<file path="config.mk">
export PLATFORM = sky130hd
export DESIGN_NAME = sha256_message_hasher
export DESIGN_NICKNAME = d
export VERILOG_FILES = /design/src/rtl/sha_pkg.sv /design/src/rtl/sha_ctrl.sv /design/src/rtl/sha_dp.sv /design/src/rtl/sha256_message_hasher.sv
export VERILOG_INCLUDE_DIRS = /design/src /design/src/rtl
export SDC_FILE = /design/constraint.sdc
export NUM_CORES = 2
export LEC_CHECK = 0
export ABC_AREA = 1
export BUFFER_PORTS_ARGS = -buffer_cell sky130_fd_sc_hd__clkbuf_2
export CORE_MARGIN = 3
export CORE_UTILIZATION = 37
export DETAILED_ROUTE_END_ITERATION = 10
export PLACE_DENSITY = 0.51
export RECOVER_POWER = 50
export SYNTH_ARGS = -nofsm -noshare
export SYNTH_HDL_FRONTEND = slang
export SYNTH_SLANG_ARGS = --single-unit
</file>
<file path="constraint.sdc">
create_clock -name aclk -period 15.23 [get_ports aclk]
set_clock_uncertainty 0.15 [all_clocks]
set_input_delay 0.7615 -clock aclk [delete_from_list [all_inputs] [get_ports aclk]]
set_output_delay 0.7615 -clock aclk [all_outputs]
set_load 0.02 [all_outputs]
</file>
<file path="src/rtl/assert_macros.svh">
// assertion macros for the sha-256 hasher
// used by the top level; needs aclk and aresetn in scope
`ifndef ASSERT_MACROS_SVH
`define ASSERT_MACROS_SVH

// implication checked every clock, off during reset
`define SHA_ASSERT_IMP(lbl, ante, cons, msg) \
    lbl: assert property (@(posedge aclk) disable iff (!aresetn) (ante) |-> (cons)) \
        else $error(msg);

// implication with the consequent checked in the cycle after the antecedent
`define SHA_ASSERT_NEXT(lbl, ante, cons, msg) \
    lbl: assert property (@(posedge aclk) disable iff (!aresetn) (ante) |=> (cons)) \
        else $error(msg);

`endif

</file>
<file path="src/rtl/sha_pkg.sv">
// shared types, constants and round functions for the sha-256 hasher
// no dependencies
package sha_pkg;

    typedef enum logic [2:0] {
        ST_IDLE,
        ST_DATA,
        ST_PAD,
        ST_ZERO,
        ST_LENLO,
        ST_ROUND,
        ST_ADD,
        ST_OUT
    } state_t;

    typedef enum logic [2:0] {
        WR_DATA,
        WR_PAD,
        WR_ZERO,
        WR_LENHI,
        WR_LENLO
    } wr_sel_t;

    typedef struct packed {
        logic       load_in;
        logic       wr_en;
        wr_sel_t    wr_sel;
        logic       init_work;
        logic       round_en;
        logic [5:0] round_idx;
        logic       add_en;
        logic [2:0] out_idx;
        logic       msg_done;
    } cmd_t;

    typedef struct packed {
        logic [3:0] pos;
        logic       last;
        logic       cnt4;
    } status_t;

    localparam logic [31:0] IV [8] = '{
        32'h6a09e667, 32'hbb67ae85, 32'h3c6ef372, 32'ha54ff53a,
        32'h510e527f, 32'h9b05688c, 32'h1f83d9ab, 32'h5be0cd19
    };

    localparam logic [31:0] PAD_WORD = 32'h80000000;

    function automatic logic [31:0] rotr(input logic [31:0] x, input int n);
        return (x >> n) | (x << (32 - n));
    endfunction

    function automatic logic [31:0] round_k(input logic [5:0] i);
        logic [31:0] k;
        unique case (i)
            6'd0:  k = 32'h428a2f98; 6'd1:  k = 32'h71374491;
            6'd2:  k = 32'hb5c0fbcf; 6'd3:  k = 32'he9b5dba5;
            6'd4:  k = 32'h3956c25b; 6'd5:  k = 32'h59f111f1;
            6'd6:  k = 32'h923f82a4; 6'd7:  k = 32'hab1c5ed5;
            6'd8:  k = 32'hd807aa98; 6'd9:  k = 32'h12835b01;
            6'd10: k = 32'h243185be; 6'd11: k = 32'h550c7dc3;
            6'd12: k = 32'h72be5d74; 6'd13: k = 32'h80deb1fe;
            6'd14: k = 32'h9bdc06a7; 6'd15: k = 32'hc19bf174;
            6'd16: k = 32'he49b69c1; 6'd17: k = 32'hefbe4786;
            6'd18: k = 32'h0fc19dc6; 6'd19: k = 32'h240ca1cc;
            6'd20: k = 32'h2de92c6f; 6'd21: k = 32'h4a7484aa;
            6'd22: k = 32'h5cb0a9dc; 6'd23: k = 32'h76f988da;
            6'd24: k = 32'h983e5152; 6'd25: k = 32'ha831c66d;
            6'd26: k = 32'hb00327c8; 6'd27: k = 32'hbf597fc7;
            6'd28: k = 32'hc6e00bf3; 6'd29: k = 32'hd5a79147;
            6'd30: k = 32'h06ca6351; 6'd31: k = 32'h14292967;
            6'd32: k = 32'h27b70a85; 6'd33: k = 32'h2e1b2138;
            6'd34: k = 32'h4d2c6dfc; 6'd35: k = 32'h53380d13;
            6'd36: k = 32'h650a7354; 6'd37: k = 32'h766a0abb;
            6'd38: k = 32'h81c2c92e; 6'd39: k = 32'h92722c85;
            6'd40: k = 32'ha2bfe8a1; 6'd41: k = 32'ha81a664b;
            6'd42: k = 32'hc24b8b70; 6'd43: k = 32'hc76c51a3;
            6'd44: k = 32'hd192e819; 6'd45: k = 32'hd6990624;
            6'd46: k = 32'hf40e3585; 6'd47: k = 32'h106aa070;
            6'd48: k = 32'h19a4c116; 6'd49: k = 32'h1e376c08;
            6'd50: k = 32'h2748774c; 6'd51: k = 32'h34b0bcb5;
            6'd52: k = 32'h391c0cb3; 6'd53: k = 32'h4ed8aa4a;
            6'd54: k = 32'h5b9cca4f; 6'd55: k = 32'h682e6ff3;
            6'd56: k = 32'h748f82ee; 6'd57: k = 32'h78a5636f;
            6'd58: k = 32'h84c87814; 6'd59: k = 32'h8cc70208;
            6'd60: k = 32'h90befffa; 6'd61: k = 32'ha4506ceb;
            6'd62: k = 32'hbef9a3f7; 6'd63: k = 32'hc67178f2;
            default: k = 32'h0;
        endcase
        return k;
    endfunction

endpackage

</file>
<file path="src/rtl/sha_ctrl.sv">
// sequencer for the sha-256 hasher: input beats, padding, rounds, digest beats
// depends on sha_pkg
module sha_ctrl (
    input  logic              aclk,
    input  logic              aresetn,
    input  logic              s_valid,
    output logic              s_ready,
    output logic              m_valid,
    input  logic              m_ready,
    input  sha_pkg::status_t  status,
    output sha_pkg::cmd_t     cmd
);

    sha_pkg::state_t state_reg, state_next;
    sha_pkg::state_t resume_reg, resume_next;
    logic [5:0]      round_reg, round_next;
    logic [2:0]      out_reg, out_next;
    sha_pkg::state_t after_wr;
    logic            wr_cycle;

    always_ff @(posedge aclk) begin
        if (!aresetn) begin
            state_reg  <= sha_pkg::ST_IDLE;
            resume_reg <= sha_pkg::ST_IDLE;
            round_reg  <= '0;
            out_reg    <= '0;
        end else begin
            state_reg  <= state_next;
            resume_reg <= resume_next;
            round_reg  <= round_next;
            out_reg    <= out_next;
        end
    end

    assign wr_cycle = (state_reg == sha_pkg::ST_DATA) || (state_reg == sha_pkg::ST_PAD) ||
                      (state_reg == sha_pkg::ST_ZERO) || (state_reg == sha_pkg::ST_LENLO);

    // next state
    always_comb begin
        state_next  = state_reg;
        resume_next = resume_reg;
        round_next  = '0;
        out_next    = out_reg;
        after_wr    = sha_pkg::ST_IDLE;
        unique case (state_reg)
            sha_pkg::ST_IDLE: begin
                if (s_valid) state_next = sha_pkg::ST_DATA;
            end
            sha_pkg::ST_DATA: begin
                if (!status.last) after_wr = sha_pkg::ST_IDLE;
                else if (status.cnt4) after_wr = sha_pkg::ST_PAD;
                else after_wr = sha_pkg::ST_ZERO;
            end
            sha_pkg::ST_PAD: after_wr = sha_pkg::ST_ZERO;
            sha_pkg::ST_ZERO: begin
                after_wr = (status.pos == 4'd14) ? sha_pkg::ST_LENLO : sha_pkg::ST_ZERO;
            end
            sha_pkg::ST_LENLO: after_wr = sha_pkg::ST_OUT;
            sha_pkg::ST_ROUND: begin
                round_next = round_reg + 6'd1;
                if (round_reg == 6'd63) state_next = sha_pkg::ST_ADD;
            end
            sha_pkg::ST_ADD: state_next = resume_reg;
            sha_pkg::ST_OUT: begin
                if (m_ready) begin
                    out_next = out_reg + 3'd1;
                    if (out_reg == 3'd7) state_next = sha_pkg::ST_IDLE;
                end
            end
            default: state_next = sha_pkg::ST_IDLE;
        endcase
        if (wr_cycle) begin
            // the sixteenth word of a block starts a compression
            if (status.pos == 4'd15) begin
                state_next  = sha_pkg::ST_ROUND;
                resume_next = after_wr;
            end else begin
                state_next = after_wr;
            end
        end
    end

    // outputs
    always_comb begin
        cmd           = '0;
        cmd.wr_sel    = sha_pkg::WR_DATA;
        cmd.round_idx = round_reg;
        cmd.out_idx   = out_reg;
        s_ready       = 1'b0;
        m_valid       = 1'b0;
        unique case (state_reg)
            sha_pkg::ST_IDLE: begin
                s_ready     = 1'b1;
                cmd.load_in = s_valid;
            end
            sha_pkg::ST_DATA:  cmd.wr_sel = sha_pkg::WR_DATA;
            sha_pkg::ST_PAD:   cmd.wr_sel = sha_pkg::WR_PAD;
            sha_pkg::ST_ZERO: begin
                cmd.wr_sel = (status.pos == 4'd14) ? sha_pkg::WR_LENHI : sha_pkg::WR_ZERO;
            end
            sha_pkg::ST_LENLO: cmd.wr_sel = sha_pkg::WR_LENLO;
            sha_pkg::ST_ROUND: cmd.round_en = 1'b1;
            sha_pkg::ST_ADD:   cmd.add_en = 1'b1;
            sha_pkg::ST_OUT: begin
                m_valid      = 1'b1;
                cmd.msg_done = m_ready && (out_reg == 3'd7);
            end
            default: ;
        endcase
        cmd.wr_en     = wr_cycle;
        cmd.init_work = wr_cycle && (status.pos == 4'd15);
    end

endmodule

</file>
<file path="src/rtl/sha_dp.sv">
// sha-256 datapath: block buffer with rolling schedule, round registers, hash words
// depends on sha_pkg
module sha_dp (
    input  logic              aclk,
    input  logic              aresetn,
    input  sha_pkg::cmd_t     cmd,
    input  logic [31:0]       s_message_word,
    input  logic [2:0]        s_byte_count,
    input  logic              s_first_word,
    input  logic              s_last_word,
    output sha_pkg::status_t  status,
    output logic [31:0]       m_digest_word
);

    logic [31:0] data_reg;
    logic [2:0]  cnt_reg;
    logic        last_reg;
    logic [63:0] bits_reg;
    logic [3:0]  pos_reg;
    logic [31:0] hash_reg [8];
    logic [31:0] buf_reg  [16];
    logic [31:0] wk_reg   [8];

    logic [2:0]  cnt_eff;
    logic [63:0] bits_base;
    logic [31:0] keep_mask, pad_bit, part_word, wr_word;
    logic [31:0] s0, s1, w_new;
    logic [31:0] t1, t2, ch, maj, sig0, sig1;

    // a partial word counts only on the last beat, and never above four bytes
    assign cnt_eff   = (s_last_word && s_byte_count <= 3'd4) ? s_byte_count : 3'd4;
    assign bits_base = s_first_word ? 64'd0 : bits_reg;

    always_comb begin
        unique case (cnt_reg[1:0])
            2'd0: begin keep_mask = 32'h00000000; pad_bit = 32'h80000000; end
            2'd1: begin keep_mask = 32'hff000000; pad_bit = 32'h00800000; end
            2'd2: begin keep_mask = 32'hffff0000; pad_bit = 32'h00008000; end
            2'd3: begin keep_mask = 32'hffffff00; pad_bit = 32'h00000080; end
            default: begin keep_mask = 32'h0; pad_bit = 32'h0; end
        endcase
        part_word = (data_reg & keep_mask) | pad_bit;
        unique case (cmd.wr_sel)
            sha_pkg::WR_DATA:  wr_word = (!last_reg || cnt_reg == 3'd4) ? data_reg : part_word;
            sha_pkg::WR_PAD:   wr_word = sha_pkg::PAD_WORD;
            sha_pkg::WR_ZERO:  wr_word = 32'h0;
            sha_pkg::WR_LENHI: wr_word = bits_reg[63:32];
            sha_pkg::WR_LENLO: wr_word = bits_reg[31:0];
            default:           wr_word = 32'h0;
        endcase
    end

    // schedule: buf_reg[0] is w[t], the window slides one word per round
    always_comb begin
        s0 = sha_pkg::rotr(buf_reg[1], 7) ^ sha_pkg::rotr(buf_reg[1], 18) ^ (buf_reg[1] >> 3);
        s1 = sha_pkg::rotr(buf_reg[14], 17) ^ sha_pkg::rotr(buf_reg[14], 19)
             ^ (buf_reg[14] >> 10);
        w_new = s1 + buf_reg[9] + s0 + buf_reg[0];
        sig1 = sha_pkg::rotr(wk_reg[4], 6) ^ sha_pkg::rotr(wk_reg[4], 11)
               ^ sha_pkg::rotr(wk_reg[4], 25);
        sig0 = sha_pkg::rotr(wk_reg[0], 2) ^ sha_pkg::rotr(wk_reg[0], 13)
               ^ sha_pkg::rotr(wk_reg[0], 22);
        ch  = (wk_reg[4] & wk_reg[5]) ^ (~wk_reg[4] & wk_reg[6]);
        maj = (wk_reg[0] & wk_reg[1]) ^ (wk_reg[0] & wk_reg[2]) ^ (wk_reg[1] & wk_reg[2]);
        t1  = wk_reg[7] + sig1 + ch + sha_pkg::round_k(cmd.round_idx) + buf_reg[0];
        t2  = sig0 + maj;
    end

    always_ff @(posedge aclk) begin
        if (!aresetn) begin
            pos_reg  <= '0;
            bits_reg <= '0;
            for (int i = 0; i < 8; i++) hash_reg[i] <= sha_pkg::IV[i];
        end else begin
            if (cmd.load_in) begin
                bits_reg <= bits_base + {58'd0, cnt_eff, 3'b000};
                if (s_first_word) begin
                    pos_reg <= '0;
                    for (int i = 0; i < 8; i++) hash_reg[i] <= sha_pkg::IV[i];
                end
            end
            if (cmd.wr_en) pos_reg <= pos_reg + 4'd1;
            if (cmd.add_en) begin
                for (int i = 0; i < 8; i++) hash_reg[i] <= hash_reg[i] + wk_reg[i];
            end
            if (cmd.msg_done) begin
                pos_reg  <= '0;
                bits_reg <= '0;
                for (int i = 0; i < 8; i++) hash_reg[i] <= sha_pkg::IV[i];
            end
        end
    end

    always_ff @(posedge aclk) begin
        if (cmd.load_in) begin
            data_reg <= s_message_word;
            cnt_reg  <= cnt_eff;
            last_reg <= s_last_word;
        end
        if (cmd.wr_en) begin
            buf_reg[pos_reg] <= wr_word;
        end else if (cmd.round_en) begin
            for (int i = 0; i < 15; i++) buf_reg[i] <= buf_reg[i + 1];
            buf_reg[15] <= w_new;
        end
        if (cmd.init_work) begin
            for (int i = 0; i < 8; i++) wk_reg[i] <= hash_reg[i];
        end else if (cmd.round_en) begin
            wk_reg[0] <= t1 + t2;
            wk_reg[1] <= wk_reg[0];
            wk_reg[2] <= wk_reg[1];
            wk_reg[3] <= wk_reg[2];
            wk_reg[4] <= wk_reg[3] + t1;
            wk_reg[5] <= wk_reg[4];
            wk_reg[6] <= wk_reg[5];
            wk_reg[7] <= wk_reg[6];
        end
    end

    assign status.pos    = pos_reg;
    assign status.last   = last_reg;
    assign status.cnt4   = (cnt_reg == 3'd4);
    assign m_digest_word = hash_reg[cmd.out_idx];

endmodule

</file>
<file path="src/rtl/sha256_message_hasher.sv">
// sha-256 hasher: a word is registered, then written to the block buffer; a word that fills a block
// starts a compression (64 rounds, one add); a last word adds padding and one or two compressions
// (round loop), then eight digest beats, one per cycle while m_ready is high; input waits for idle
// synchronous active-low reset: idle, hash words at initial values, length and position zero
// the block buffer has no reset; every entry is written before a compression reads it
module sha256_message_hasher (
    input  logic        aclk,
    input  logic        aresetn,
    input  logic        s_valid,
    output logic        s_ready,
    input  logic [31:0] s_message_word,
    input  logic [2:0]  s_byte_count,
    input  logic        s_first_word,
    input  logic        s_last_word,
    output logic        m_valid,
    input  logic        m_ready,
    output logic [31:0] m_digest_word,
    output logic        m_digest_last
);

    sha_pkg::cmd_t    cmd;
    sha_pkg::status_t status;

    sha_ctrl u_ctrl (
        .aclk    (aclk),
        .aresetn (aresetn),
        .s_valid (s_valid),
        .s_ready (s_ready),
        .m_valid (m_valid),
        .m_ready (m_ready),
        .status  (status),
        .cmd     (cmd)
    );

    sha_dp u_dp (
        .aclk           (aclk),
        .aresetn        (aresetn),
        .cmd            (cmd),
        .s_message_word (s_message_word),
        .s_byte_count   (s_byte_count),
        .s_first_word   (s_first_word),
        .s_last_word    (s_last_word),
        .status         (status),
        .m_digest_word  (m_digest_word)
    );

    assign m_digest_last = m_valid && (cmd.out_idx == 3'd7);

`include "assert_macros.svh"

    `SHA_ASSERT_IMP(a_no_overlap, m_valid, !s_ready, "input taken while digest pending")
    `SHA_ASSERT_NEXT(a_busy_after_beat, s_valid && s_ready, !s_ready, "two beats back to back")
    `SHA_ASSERT_NEXT(a_digest_ends, m_valid && m_ready && m_digest_last, !m_valid,
        "digest longer than eight beats")
    `SHA_ASSERT_IMP(a_round_clean, cmd.round_en, !cmd.wr_en && !m_valid,
        "buffer write during rounds")

endmodule
</file>
==> key figures <==
Floorplanning
  • Die area: 224000 um2
  • Core area: 216000 um2
  • Die Wd: 473 um
  • Die Y: 473 um
  • IO Count: 76
  • Initial core utilization: 37.4%
  • FP Rows: 170

Synth
  • Main synth FF type: edfxtp_1
  • Dominant cells by area after synthesis: edfxtp_1 (35%), nand2_1 (13%), ha_1 (6.2%), dfxtp_1 (6.0%), inv_1 (5.6%)
  • Share of the synthesized area in the top cell type: 34.7%
  • Yosys top cell by area: edfxtp_1
  • Syn Std Cell Area: 80700 um2
  • Mean area per synthesized cell: 7.93 um2
  • Post-synthesis cell count: 10179
  • Number of synthesized register bits: 1175
  • Count leader, synth: nand2_1
  • Synthesized net count: 10814
  • Post-synth top cells: nand2_1 (2820), inv_1 (1213), edfxtp_1 (932), o21ai_0 (869), a21oi_1 (763)
  • Synth Warn #: 0
  • FFs w/ async S/R, synth: 0%
  • EDFF count, synth: 932
  • Number of library cell types mapped by synthesis: 67
  • Register area share after synthesis: 40.7%

Routing
  • First-pass iteration count of the detailed router: 6
  • DR iter-0 viols: 8185
  • Routed wire per std cell: 27.9 um
  • Vias: 73288
  • Antenna Violating Nets Remaining: 0
  • Total routed wirelength: 366000 um
  • Vias per cell: 5.59
  • DRC Markers: 0

Place
  • Detailed Place HPWL: 289000 um
  • RD Place Congestion: 1.01
  • I/O Buffers: 75

Power
  • Switching share of power: 39.4%
  • PD cells: 127 nW/um2
  • Cell Int Power: 0.00686 W
  • Logic pwr share: 35.1%
  • Lkg Pwr: 36.9 nW
  • Maximum VDD drop: 0.139 mV
  • P_sw: 0.00445 W
  • Clock share of power: 32.0%
  • Share of power burned in registers: 32.9%

STA
  • RSZ-0062 raised after global routing: false
  • Maximum clock rate: 104 MHz
  • Fin. Hold Viols: 0
  • Minimum clock period: 9.65 ns
  • Final setup TNS: 0 ns
  • Worst-margin pin slew: 6.77 ns
  • Final Hold Slack: 0.146 ns
  • Setup violations, final: 0
  • Max-slew violations: 1843
  • Period utilisation layout: 63.4%
  • Rel. slew slack: -351%

Cells and area
  • Net count, final: 10789
  • Core Util, Final: 41.2%
  • Layout cell share with drive strength beyond 1: 4.44%
  • Number of flip-flops in the largest register: 512
  • Syn-to-layout area delta: 10.2%

Setup path
  • CP max FO: 75
  • Crit end category: register
  • Crit path arrival time: 10.23 ns
  • Crit Path Category: register to register
  • Startpoint types: register
  • Worst path required time: 15.81 ns

Run status
  • Result of the run: finished with violations
  • Failing checks: max-capacitance violations, max-slew violations

CTS
  • Num Clock Sinks: 1175
  • Clk_lat worst skew: 0.85 ns
  • Post_cts resized: 0
  • CTS tree: done
  • TritonCTS Buffers: 145
  • CTS Buffer Depth: 3
  • H-tree levels: 4
  • Clock transition at the registers of the reported paths: 0.06 ns
  • Clk root buf: clkbuf_16

Min path
  • Hold crit path type: primary input to register

Global routing
  • First-pass GRT wire length: 519000 um
  • Antenna violations before repair: 16
  • GRT Util Overall: 32.1%
  • Vias in the first global route: 69753
  • Remaining global-route overflow: 0
  • Largest net degree at the start of global routing: 139

Job
  • Max cap viols: 40
## critical path, stage by stage (launching register included)
cell	delay, ns
dfxtp_1	0.43
inv_1	0.13
nand3_1	0.84
clkinvlp_2	3.05
nand2_1	1.41
nor2_4	0.05
clkbuf_1	1.08
inv_2	0.94
buf_4	0.47
a21oi_1	0.15
a21oi_1	0.18
o21ai_0	0.21
o21ai_1	0.33
## stage by stage
step | power, W | area (um2) | instances | setup slack [ns]
floorplan | 0.00623 | 80700 | 10179 | 7.46
global placement | 0.00772 | 84000 | 12813 | 7.55
detailed placement | 0.00769 | 84000 | 12813 | 7.59
CTS | 0.0113 | 89200 | 13115 | 7.58
global route | 0.0119 | 89000 | 13118 | 4.95
finish | 0.0113 | 89000 | 13121 | 5.58
## area by class of cell
| cell class | instances | area (um2) |
|---|---|---|
| multi-input combinational | 7397 | 41800 |
| tap | 2838 | 3550 |
| clock inverter | 71 | 830 |
| antenna | 6 | 15.0 |
| clock buffer | 199 | 4050 |
| fill | 22304 | 127000 |
| inverter | 1240 | 4660 |
| timing repair buffer | 195 | 1210 |
| sequential | 1175 | 32900 |
## power by group through the flow
stage / clock network (W) / logic [W] / registers (W)
6_report: 0.00362 / 0.00397 / 0.00372
5_1_grt: 0.00380 / 0.00437 / 0.00373
4_1_cts: 0.00368 / 0.00393 / 0.00372
3_5_place_dp: 0 / 0.00390 / 0.00379
3_3_place_gp: 0 / 0.00393 / 0.00379
2_1_floorplan: 0 / 0.00250 / 0.00372
## cells in the final DEF, fill, tap and decap left out, types with 16 or more instances in the layout
master and n:
xor2_1 199, fa_1 196, o211ai_1 38, o21a_1 60
nand4_1 94, a21oi_1 763, edfxtp_1 932, inv_2 17
o21ai_1 31, or2_2 38, nand3_1 399, buf_4 47
nand3b_1 16, a31oi_1 88, clkinv_1 25, nor4_1 23
o21ai_0 866, dlygate4sd3_1 32, o22ai_1 43, xnor2_1 163
clkinv_2 17, o221ai_1 43, maj3_1 20, o21bai_1 55
nor2_1 706, clkbuf_1 86, inv_1 1219, ha_1 398
clkbuf_16 149, a21boi_0 33, dfxtp_1 241, nor3_1 91
nand2_1 2821, a21o_1 64, nand2_2 18, clkbuf_2 66
## routing by layer
layer | vias to the layer above | share of wire [%] | global-route usage [%]
met5 | - | 0.0096 | 0
met4 | 6 | 3.5 | 9.91
met3 | 469 | 6.7 | 4.38
met2 | 2898 | 46 | 51.5
met1 | 36024 | 44 | 44.8
li1 | 33891 | - | -
## path summary, 6_finish.rpt
kind         depth (start not counted)                 to           startpoint  slack (ns)
min                                  1  u_dp.data_reg[24]   s_message_word[24]        0.15
min reg2reg                          2  u_dp.bits_reg[53]    u_dp.bits_reg[53]        0.32
max                                 12           register  u_ctrl.state_reg[1]        5.58
max reg2reg                         12           register  u_ctrl.state_reg[1]        5.58
## logic make-up (layout without fill, tap and decap cells)
family                   after synthesis  after routing  synth area share (%)
AO/OA/AOI/OAI                       2155           2155                  14.8
XOR/XNOR                             364            364                  3.98
adder cells (fa/ha/maj)              614            614                  11.3
buffers and inverters               1607           1705                  7.66
flip-flops                          1175           1175                  40.7
multiplexers                           2              2                0.0248
other                                  0              6                     0
AND/OR/NAND/NOR                     4262           4262                  21.5
## what timing repair did
action	CTS	global route
setup buffers	0	0
setup endpoints to repair	0	0
hold buffers	32	0
endpoints found under the hold margin	32	0
(Power assumes the default switching activity.)
